<file path="src/rtl/core/kbr_pkg.sv">
package kbr_pkg;

	// Stream payload widths (fields packed from bit 0, padded to whole bytes)
	localparam int IN_TDATA_W  = 24;
	localparam int OUT_TDATA_W = 16;
	localparam int CFG_W       = 2;

	// Item kind carried on s_tuser
	localparam logic ACT_SAMPLE = 1'b0;
	localparam logic ACT_LOAD   = 1'b1;

	typedef enum logic [1:0] {
		KIND_LITERAL  = 2'd0,
		KIND_LAYER    = 2'd1,
		KIND_MODIFIER = 2'd2,
		KIND_INERT    = 2'd3
	} kind_e;

	// One keymap entry as stored in the keymap and the latched-entry RAMs
	typedef struct packed {
		kind_e       kind;
		logic [7:0]  value;
	} entry_t;

	// Slot list update request
	typedef struct packed {
		logic push;
		logic pop;
	} slot_cmd_t;

endpackage

</file>
<file path="src/rtl/core/kbr_slots.sv">
module kbr_slots #(
	parameter int SLOTS = 6,
	parameter int KEY_W = 7
) (
	input  logic                       clk,
	input  logic                       arst_n,
	input  kbr_pkg::slot_cmd_t         cmd,
	input  logic [KEY_W-1:0]           key,
	input  logic [7:0]                 code,
	output logic [SLOTS-1:0][7:0]      codes_d
);

	import kbr_pkg::*;

	localparam int CNT_W = $clog2(SLOTS + 1);

	logic [KEY_W-1:0] owner_q [SLOTS];
	logic [7:0]       code_q  [SLOTS];
	logic [KEY_W-1:0] owner_d [SLOTS];
	logic [7:0]       code_d  [SLOTS];
	logic [CNT_W-1:0] count_q;
	logic [CNT_W-1:0] count_d;
	logic [SLOTS-1:0] match;
	logic [SLOTS-1:0] shift;
	logic             push_ok;
	logic             pop_ok;

	// push only while a slot is free, pop only when the key owns a slot
	assign push_ok = cmd.push && (count_q < CNT_W'(SLOTS));
	assign pop_ok  = cmd.pop && (|match);

	always_comb begin
		count_d = count_q;
		if (push_ok) begin
			count_d = count_q + CNT_W'(1);
		end else if (pop_ok) begin
			count_d = count_q - CNT_W'(1);
		end
	end

	for (genvar j = 0; j < SLOTS; j++) begin : g_slot
		logic [KEY_W-1:0] up_owner;
		logic [7:0]       up_code;

		// neighbor above closes the gap on a release
		if (j < SLOTS - 1) begin : g_up
			assign up_owner = owner_q[j+1];
			assign up_code  = code_q[j+1];
		end else begin : g_top
			assign up_owner = owner_q[j];
			assign up_code  = code_q[j];
		end

		assign match[j] = (CNT_W'(j) < count_q) && (owner_q[j] == key);
		assign shift[j] = |match[j:0];

		always_comb begin
			owner_d[j] = owner_q[j];
			code_d[j]  = code_q[j];
			if (push_ok && (count_q == CNT_W'(j))) begin
				owner_d[j] = key;
				code_d[j]  = code;
			end else if (pop_ok && shift[j]) begin
				owner_d[j] = up_owner;
				code_d[j]  = up_code;
			end
		end

		// unused slots read as zero in the report
		assign codes_d[j] = (CNT_W'(j) < count_d) ? code_d[j] : 8'h00;
	end

	always_ff @(posedge clk) begin
		owner_q <= owner_d;
		code_q  <= code_d;
	end

	always_ff @(posedge clk or negedge arst_n) begin
		if (!arst_n) begin
			count_q <= '0;
		end else begin
			count_q <= count_d;
		end
	end

endmodule

</file>
<file path="config.mk">
export PLATFORM = sky130hd
export DESIGN_NAME = kbr_slots
export DESIGN_NICKNAME = d
export VERILOG_FILES = /design/src/rtl/core/kbr_pkg.sv /design/src/rtl/core/kbr_slots.sv
export SDC_FILE = /design/constraint.sdc
export NUM_CORES = 1
export LEC_CHECK = 0
export BUFFER_PORTS_ARGS = -buffer_cell sky130_fd_sc_hd__buf_2
export CAP_MARGIN = 10
export CORE_MARGIN = 1.5
export CORE_UTILIZATION = 58
export DETAILED_ROUTE_END_ITERATION = 16
export GPL_ROUTABILITY_DRIVEN = 0
export PLACE_DENSITY = 0.91
export SETUP_SLACK_MARGIN = 0.15
export SYNTH_ARGS = -nofsm -noshare
export SYNTH_HDL_FRONTEND = slang
export SYNTH_SLANG_ARGS = --single-unit
</file>
<file path="constraint.sdc">
create_clock -name clk -period 4.1 [get_ports clk]
set_clock_uncertainty 0.05 [all_clocks]
set_input_delay 0.82 -clock clk [delete_from_list [all_inputs] [get_ports clk]]
set_output_delay 0.82 -clock clk [all_outputs]
set_load 0.03 [all_outputs]
</file>
==> impl_metrics.json, run 1 <==
{
  "async_reset_ff_share_pct": 3.23,
  "drv_cap": 0,
  "die_w_um": 94.6,
  "grt_pass1_wl_um": 19400,
  "worstMarginPinSlew_ps": 874,
  "timing.fmax_mhz": 240,
  "synthDistinctLibCells": 44,
  "min_period_over_period_pct": 102,
  "placed_cells": 655,
  "arrival_ps": 3300,
  "grt_pass1_vias": 4004,
  "fin_util_pct": 72.6,
  "synth_warnings": 0,
  "numPortBuffers": 66,
  "ctsHoldBuffers": 0,
  "syn_nets": 526,
  "initial_core_util_pct": 59.5,
  "core_area_sq_mm": 0.00818,
  "numCtsBuffers": 9,
  "synth_flop_cell": "dfxtp_1",
  "wire_per_inst_um": 20.9,
  "drc": 0,
  "path_max_fanout": 8,
  "cts.sinks": 93,
  "vias": 4347,
  "drive_above_1_share_pct": 28.8,
  "endpoint_kind": "output port",
  "clockBufferDepth": 2,
  "setup_violations": 30,
  "relSlewSlack_pct": 41.6,
  "cts_htree_levels": 3,
  "antenna_left": 0,
  "synth_area_per_cell_sq_um": 9.70,
  "grt_max_degree": 25,
  "viasPerCell": 6.37,
  "grt_overflow": 0,
  "cts-root-buf": "clkbuf_8",
  "final_cells": 682,
  "worst_slack_ps": -70.2,
  "powerDensity_mw_per_mm2": 808,
  "synthesis.area_sq_mm": 0.00487,
  "synth_top_cell_by_area": "edfxtp_1",
  "outcome": "finished, violations left",
  "peakVddDrop_v": 0.000570,
  "track_usage_pct": 28.3,
  "diodes": 0,
  "rows": 33,
  "synth_edf_count": 42,
  "yosysSeqAreaShare_pct": 47.2,
  "synth_top_area_share_pct": 25.9,
  "ys_ff_latch": 93,
  "antenna_found_initial": 0,
  "syn_to_final_growth_pct": 22.0,
  "drtIter0Drc": 406,
  "hold_path_class": "in -> async",
  "drt_pre_antenna_iters": 5,
  "power.leakage_uw": 0.00267,
  "maxSlewViolCount": 0,
  "yosys-top-cells-count": "98 x nand2_1, 48 x dfxtp_1, 42 x edfxtp_1, 41 x mux2i_1, 39 x xnor2_1",
  "rsz0062_at_grt": "true",
  "startpoint_type": "flop",
  "insertion_delay_ps": 360,
  "clkTransAtPathRegs_ps": 80,
  "crit_required_ps": 3230,
  "ios": 67,
  "fin_nets": 596,
  "violations": "setup timing",
  "synth.most_common_cell": "nand2_1",
  "die_height_um": 94.6,
  "synthCells": 502,
  "path_class": "reg -> out",
  "routed_wl_um": 14200,
  "hold_violations": 0,
  "dpl.hpwl_um": 8590,
  "cts_tree": "built",
  "fin_crit_ps": 4170,
  "dieArea_sq_mm": 0.00895,
  "synth.area.top_cells": "edfxtp_1 26%, dfxtp_1 20%, mux2i_1 8.4%"
}
through the flow:
step / power [uW] / setup WS, ps / setup TNS, ps / area [sq um] / hold slack [ps]
global placement: 3490 / 83.5 / 0 / 5260 / 396
floorplan: 3020 / 125 / 0 / 4870 / 383
CTS: 4300 / 134 / 0 / 5560 / 184
finish: 4800 / -70.2 / -996 / 5940 / 197
global route: 5000 / -255 / -7760 / 5940 / 184
detailed placement: 3610 / -17.9 / -17.9 / 5260 / 402
cells in the final DEF, fill, tap and decap left out, drive strengths merged, types with 2 or more instances in the layout:
cell	n
o311a	2
a21oi	28
mux2i	41
or3	2
ha	5
inv	8
dfrtp	3
buf	87
mux2	22
dfxtp	48
a211oi	7
and2	10
clkinv	2
o21a	2
nand4	8
edfxtp	42
nand2	98
nor3	3
xnor2	39
o21ai	20
clkbuf	12
or2	2
and3	10
nor4	3
nor2	28
nand3	7
xor2	5
nor2b	24
path summary, 6_finish.rpt:
path                                                   start                            to  slack, ps  cells after the start
worst min-delay path                                  arst_n          count_q[2]$_DFF_PN0_        200                      1
min in group clk                g_slot[4].up_code[1]$_DFF_P_  g_slot[4].up_code[1]$_DFF_P_        420                      2
max in group asynchronous                             arst_n          count_q[0]$_DFF_PN0_       3680                      1
worst min register to register  g_slot[4].up_code[1]$_DFF_P_  g_slot[4].up_code[1]$_DFF_P_        420                      2
worst max-delay path                    count_q[0]$_DFF_PN0_                   codes_d[37]        -70                      9
worst max register to register          count_q[0]$_DFF_PN0_          count_q[2]$_DFF_PN0_       1330                      9
area by class of cell:
class	instances	area [sq um]
clock buffer	12	166
clock inverter	4	27.5
fill	492	2240
inverter	7	28.8
multi-input combinational	374	2600
sequential	93	2300
tap	105	131
timing repair buffer	87	678
cells by family after synthesis:
group                    after synthesis  share of synthesized area, %
XOR/XNOR                              44                          7.92
adder cells (fa/ha/maj)                5                          1.29
AND/OR/NAND/NOR                      197                          18.8
flip-flops                            93                          47.2
AO/OA/AOI/OAI                         65                          7.82
multiplexers                          63                          13.5
buffers and inverters                 35                          3.44
per-layer routing:
layer	vias to the layer above	wire length [um]	global-route usage [%]
li1	1873	-	-
met1	2102	5290	34.6
met2	291	6910	47.3
met3	81	1240	5.48
met4	0	776	14.4
met5	-	0	0
sequential cells by signal, indices dropped and copies added (netlist names):
| register | cells |
|---|---|
| code_q | 8 |
| count_q | 3 |
| g_slot.up_owner | 35 |
| g_slot.up_code | 40 |
| owner_q | 7 |
where the power goes:
group	internal, uW	leakage (uW)	switching, uW
sequential	1330	0.000817	222
combinational	1020	0.00175	1620
clock	276	0.0000985	331
what timing repair did:
item	in CTS	in global routing
setup buffers	2	8
pin swaps	2	13
gates cloned	0	1
setup endpoints to repair	46	48
resized for setup	30	110
worst max-delay path, cell delays in order (launching register included):
cell	delay [ps]
dfrtp_2	450
or2_4	290
o211ai_1	250
nor3_2	90
or3_4	430
o31a_1	380
mux2i_1	200
or3_4	480
nor2b_1	170
buf_4	180
No activity file was read; power rests on OpenSTA's default activity.
==> inputs of run 2 (changes only) <==
CELL_PAD_IN_SITES_DETAIL_PLACEMENT = 2   (was default)
CELL_PAD_IN_SITES_GLOBAL_PLACEMENT = 2   (was default)
CORE_UTILIZATION = 36   (was 58)
PLACE_DENSITY = 0.9   (was 0.91)
==> run 2 against run 1 <==
Effect of this change: the flow still finishes with violations (setup timing); die area increased by 59%; cell count increased by 14%; count of clock-buffer cells in the layout increased by 3; worst hold slack improved by 7.9 ps; register-to-register slack got worse by 120 ps; combinational power increased by 11%; non-clock buffer count increased by 22; global-route usage increased by 0.67 points; via count increased by 3.4%.
==> impl_metrics.json, run 2 (synthesis results as in run 1) <==
{
  "outcome": "finished, violations left",
  "violations": "setup timing",
  "antenna_found_initial": 0,
  "numCtsBuffers": 9,
  "dieArea_sq_mm": 0.0142,
  "ios": 67,
  "maxSlewViolCount": 0,
  "startpoint_type": "flop",
  "largest_reg_flops": 40,
  "die_w_um": 119,
  "final_common_cell": "nand2_1",
  "wl_met1_um": 9460,
  "core_area_sq_mm": 0.0132,
  "die_height_um": 119,
  "clockBufferDepth": 2,
  "path_max_fanout": 9,
  "drv_cap": 0,
  "timing.fmax_mhz": 237,
  "powerDensity_mw_per_mm2": 845,
  "ctsHoldBuffers": 0,
  "arrival_ps": 3350,
  "grt_pass1_vias": 4839,
  "clkTransAtPathRegs_ps": 70,
  "path_class": "reg -> out",
  "drive_above_1_share_pct": 33.9,
  "grt_overflow": 0,
  "relSlewSlack_pct": 43.9,
  "drtIter0Drc": 330,
  "rsz0062_at_grt": "true",
  "numPortBuffers": 66,
  "rows": 42,
  "endpoint_kind": "output port",
  "cts-root-buf": "clkbuf_16",
  "layout_common_cells": "96 x nand2_1, 59 x buf_4, 48 x dfxtp_1, 42 x edfxtp_1",
  "peakVddDrop_v": 0.000411,
  "routed_wl_um": 23100,
  "crit_required_ps": 3230,
  "cts_tree": "built",
  "diodes": 0,
  "hold_violations": 0,
  "timing.hold.ws_ps": 205,
  "worstMarginPinSlew_ps": 840,
  "worst_slack_ps": -118,
  "hold_path_class": "in -> async",
  "syn_to_final_growth_pct": 31.7,
  "fin_crit_ps": 4220,
  "post-place-ws_ps": -181,
  "fill_cells": 1363,
  "initial_core_util_pct": 36.8,
  "vias": 4493,
  "drc": 0,
  "dpl.hpwl_um": 12000,
  "min_period_over_period_pct": 103,
  "grt_max_degree": 25,
  "antenna_left": 0,
  "grt_pass1_wl_um": 30600,
  "wl_met2_um": 11400,
  "top_layer_used": "met4",
  "cts.sinks": 93,
  "insertion_delay_ps": 360,
  "met3_wirelength_um": 1210,
  "drt_pre_antenna_iters": 5,
  "finalPower_uw": 5420,
  "wire_per_inst_um": 29.9,
  "power.leakage_uw": 0.00288,
  "cts_htree_levels": 3,
  "viasPerCell": 5.80,
  "setup_violations": 21,
  "fin_nets": 618,
  "track_usage_pct": 28.9
}
run 2: cell count changes in the layout (fill, tap and decap cells not counted), sizes merged:
cell	before	now
buf	87	108
clkbuf	12	16
clkinvlp	1	0
inv	8	6
run 2: stage by stage:
step | std cells | cell area, sq um | utilization, % | TNS [ps]
after global routing | 775 | 6410 | 48.4 | -3460
after global placement | 734 | 5420 | 40.9 | -210
final | 775 | 6410 | 48.4 | -612
after CTS | 758 | 5950 | 44.9 | 0
after floorplan | 502 | 4870 | - | 0
after detailed placement | 734 | 5420 | 40.9 | -2180
run 2: layout make-up:
type | count | area, sq um | share of cell area [%]
Clock buffer | 15 | 289 | 4.51
Multi-Input combinational cell | 374 | 2760 | 43.0
Sequential cell | 93 | 2300 | 35.9
Timing Repair Buffer | 109 | 810 | 12.6
Tap cell | 176 | 220 | 3.44
Inverter | 7 | 28.8 | 0.449
Clock inverter | 1 | 5.00 | 0.0781
run 2: power breakdown:
group	switching (uW)	total [uW]	internal (uW)
sequential	288	1620	1330
clock	390	873	483
combinational	1900	2930	1030
total	2580	5420	2840
run 2: final timing paths:
path                       slack, ps                         start  depth (start not counted)                            to
max                             -120          count_q[0]$_DFF_PN0_                         10                   codes_d[32]
min                              200                        arst_n                          1          count_q[1]$_DFF_PN0_
max reg2reg                     1210          count_q[0]$_DFF_PN0_                          6         owner_q[38]$_DFFE_PP_
min reg2reg                      430  g_slot[4].up_code[2]$_DFF_P_                          2  g_slot[4].up_code[2]$_DFF_P_
max in group asynchronous       3650                        arst_n                          1          count_q[2]$_DFF_PN0_
min in group clk                 430  g_slot[4].up_code[2]$_DFF_P_                          2  g_slot[4].up_code[2]$_DFF_P_
run 2: timing repair:
item,in CTS,in global routing
gates resized for setup,49,78
pin swaps,3,16
setup buffers,8,17
setup endpoints to repair,48,48
run 2: critical path: stages (launching register included):
cell and delay, ps:
dfrtp_1 490, or2_4 310, o211ai_1 300, nor3_4 70
or3_4 390, o21ai_1 250, buf_4 250, mux2i_1 330
a21oi_1 180, nor2b_2 240, buf_4 180
run 2: per-layer routing:
layer / GRT usage (%) / vias to the layer above
met2: 50.5 / 185
met1: 34.4 / 2322
met5: 0 / -
li1: - / 1914
met4: 13.0 / 0
met3: 5.51 / 72
==> inputs of run 3 (changes only) <==
--- a/config.mk
+++ b/config.mk
@@ -10,5 +10,5 @@
 export CELL_PAD_IN_SITES_DETAIL_PLACEMENT = 2
 export CELL_PAD_IN_SITES_GLOBAL_PLACEMENT = 2
-export CORE_MARGIN = 1.5
+export CORE_MARGIN = 2
 export CORE_UTILIZATION = 36
 export DETAILED_ROUTE_END_ITERATION = 16
--- a/constraint.sdc
+++ b/constraint.sdc
@@ -3,3 +3,3 @@
 set_input_delay 0.82 -clock clk [delete_from_list [all_inputs] [get_ports clk]]
 set_output_delay 0.82 -clock clk [all_outputs]
-set_load 0.03 [all_outputs]
+set_load 0.1 [all_outputs]
==> run 3 against run 2 <==
Effect of this change: non-clock buffer count rose by 1; setup slack got worse by 230 ps; register-to-register slack lost 70 ps; sequential cell count stayed put; cell count grew 0.13%; the flow still finishes with violations (setup timing); die area increased by 1.7%; worst hold slack worse by 12 ps; via count up 2.9%; global-route usage is 3.2 points higher.
==> impl_metrics.json, run 3 (synthesis results as in run 1) <==
{
  "crit_chain": "buf_4 -> xor2_1 -> nor4_4 -> or3_4 -> buf_4 -> o311ai_1 -> o311a_4 -> nor2_4 -> buf_12 -> nor2b_2 -> buf_12",
  "setup_violations": 48,
  "reg2regPathDepth": 4,
  "top_layer_used": "met4",
  "path_delay_family": "compound AO/OA/AOI/OAI gates",
  "met3_wirelength_um": 1350,
  "track_usage_pct": 32.2,
  "cts.sinks": 93,
  "crit_buf_inv": 4,
  "hold_path_class": "in -> async",
  "wl_met2_um": 12800,
  "final_cell_area_sq_mm": 0.00730,
  "layout_common_cells": "96 x nand2_1, 53 x buf_12, 48 x dfxtp_1, 42 x edfxtp_1, 40 x mux2i_1",
  "core_area_sq_mm": 0.0132,
  "critPathMaxStageDelay_ps": 510,
  "r2r_end": "g_slot[2].up_owner[1]$_DFFE_PP_",
  "diodes": 0,
  "drive_above_1_share_pct": 39.2,
  "numCtsBuffers": 9,
  "drt_pre_antenna_iters": 5,
  "dpl.hpwl_um": 13900,
  "violations": "setup timing",
  "drc": 0,
  "fin_crit_ps": 4450,
  "hold_violations": 0,
  "initial_core_util_pct": 36.8,
  "worstMarginPinSlew_ps": 974,
  "wire_per_inst_um": 33.2,
  "endpoint_kind": "output port",
  "die_height_um": 120,
  "wl_met1_um": 9900,
  "crit_required_ps": 3230,
  "relSlewSlack_pct": 35.0,
  "antenna_found_initial": 0,
  "clkTransAtPathRegs_ps": 80,
  "maxSlewViolCount": 0,
  "post-place-ws_ps": -297,
  "startpoint_type": "input pin",
  "crit_path_top_delay_cell": "o311ai_1",
  "cts_htree_levels": 3,
  "viasPerCell": 5.96,
  "final_common_cell": "nand2_1",
  "grt_max_degree": 27,
  "grt_pass1_vias": 5053,
  "drtIter0Drc": 371,
  "die_w_um": 120,
  "min_period_over_period_pct": 109,
  "ios": 67,
  "largest_reg_flops": 40,
  "path_max_fanout": 9,
  "placed_area_sq_mm": 0.00651,
  "r2r-start": "count_q[2]$_DFF_PN0_",
  "r2r_slack_ps": 1140,
  "grt_pass1_wl_um": 33800,
  "path_class": "in -> out",
  "timing.fmax_mhz": 225,
  "outcome": "finished, violations left",
  "cts_tree": "built",
  "vias": 4622,
  "grt_overflow": 0,
  "routed_wl_um": 25800,
  "worst_slack_ps": -349,
  "syn_to_final_growth_pct": 50.1,
  "dieArea_sq_mm": 0.0145,
  "numPortBuffers": 66,
  "antenna_left": 0,
  "insertion_delay_ps": 370,
  "arrival_ps": 3580,
  "clockBufferDepth": 2,
  "rows": 42,
  "drv_cap": 0,
  "rsz0062_at_grt": "true",
  "cts-root-buf": "clkbuf_16",
  "fill_cells": 1279,
  "fin_nets": 619
}
-- run 3: layer usage --
layer | global-route usage [%] | up-vias
met2 | 55.0 | 255
li1 | - | 1904
met4 | 18.3 | 0
met3 | 6.08 | 111
met5 | 0 | -
met1 | 37.8 | 2352
-- run 3: layout make-up --
| class | instances | area, sq um | share of cell area [%] |
|---|---|---|---|
| inverter | 7 | 32.5 | 0.445 |
| clock inverter | 7 | 75.1 | 1.03 |
| tap | 176 | 220 | 3.02 |
| multi-input combinational | 374 | 2960 | 40.5 |
| sequential | 93 | 2300 | 31.5 |
| timing repair buffer | 110 | 1490 | 20.4 |
| clock buffer | 9 | 225 | 3.08 |
-- run 3: worst max-delay path by stage --
stage | start | endpoint | slack, ps | cells past startpoint
global placement | key[2] | codes_d[40] | -20 | 11
detailed placement | key[6] | codes_d[17] | -300 | 10
CTS | count_q[1]$_DFF_PN0_ | codes_d[32] | -80 | 10
finish | key[4] | codes_d[10] | -350 | 11
floorplan | key[0] | codes_d[10] | -340 | 10
global route | key[4] | codes_d[10] | -390 | 11
-- run 3: what timing repair did --
item                       CTS  global route
hold buffers                 0             0
buffers inserted             7            10
resized for setup           55            30
setup endpoints to repair   48            48
pin swaps                   15            11
-- run 3: worst register-to-register path: cells and delay by family (launching register included) --
family	cells	cell delay, ps
buffers and inverters	1	450
DFF	1	590
and+or+nand+nor	3	1530
-- run 3: per-stage QoR --
stage	utilization, %	cells	TNS, ps	hold WS, ps
2_1_floorplan	-	502	-2430	383
3_3_place_gp	49.2	743	-30.2	396
3_5_place_dp	49.2	743	-4770	415
4_1_cts	53.5	766	-751	205
5_1_grt	55.1	776	-11010	196
6_report	55.1	776	-8520	193
Power of run 3 is not shown: default switching activity piles up to over one toggle a cycle in this logic, so the estimate is an artifact.
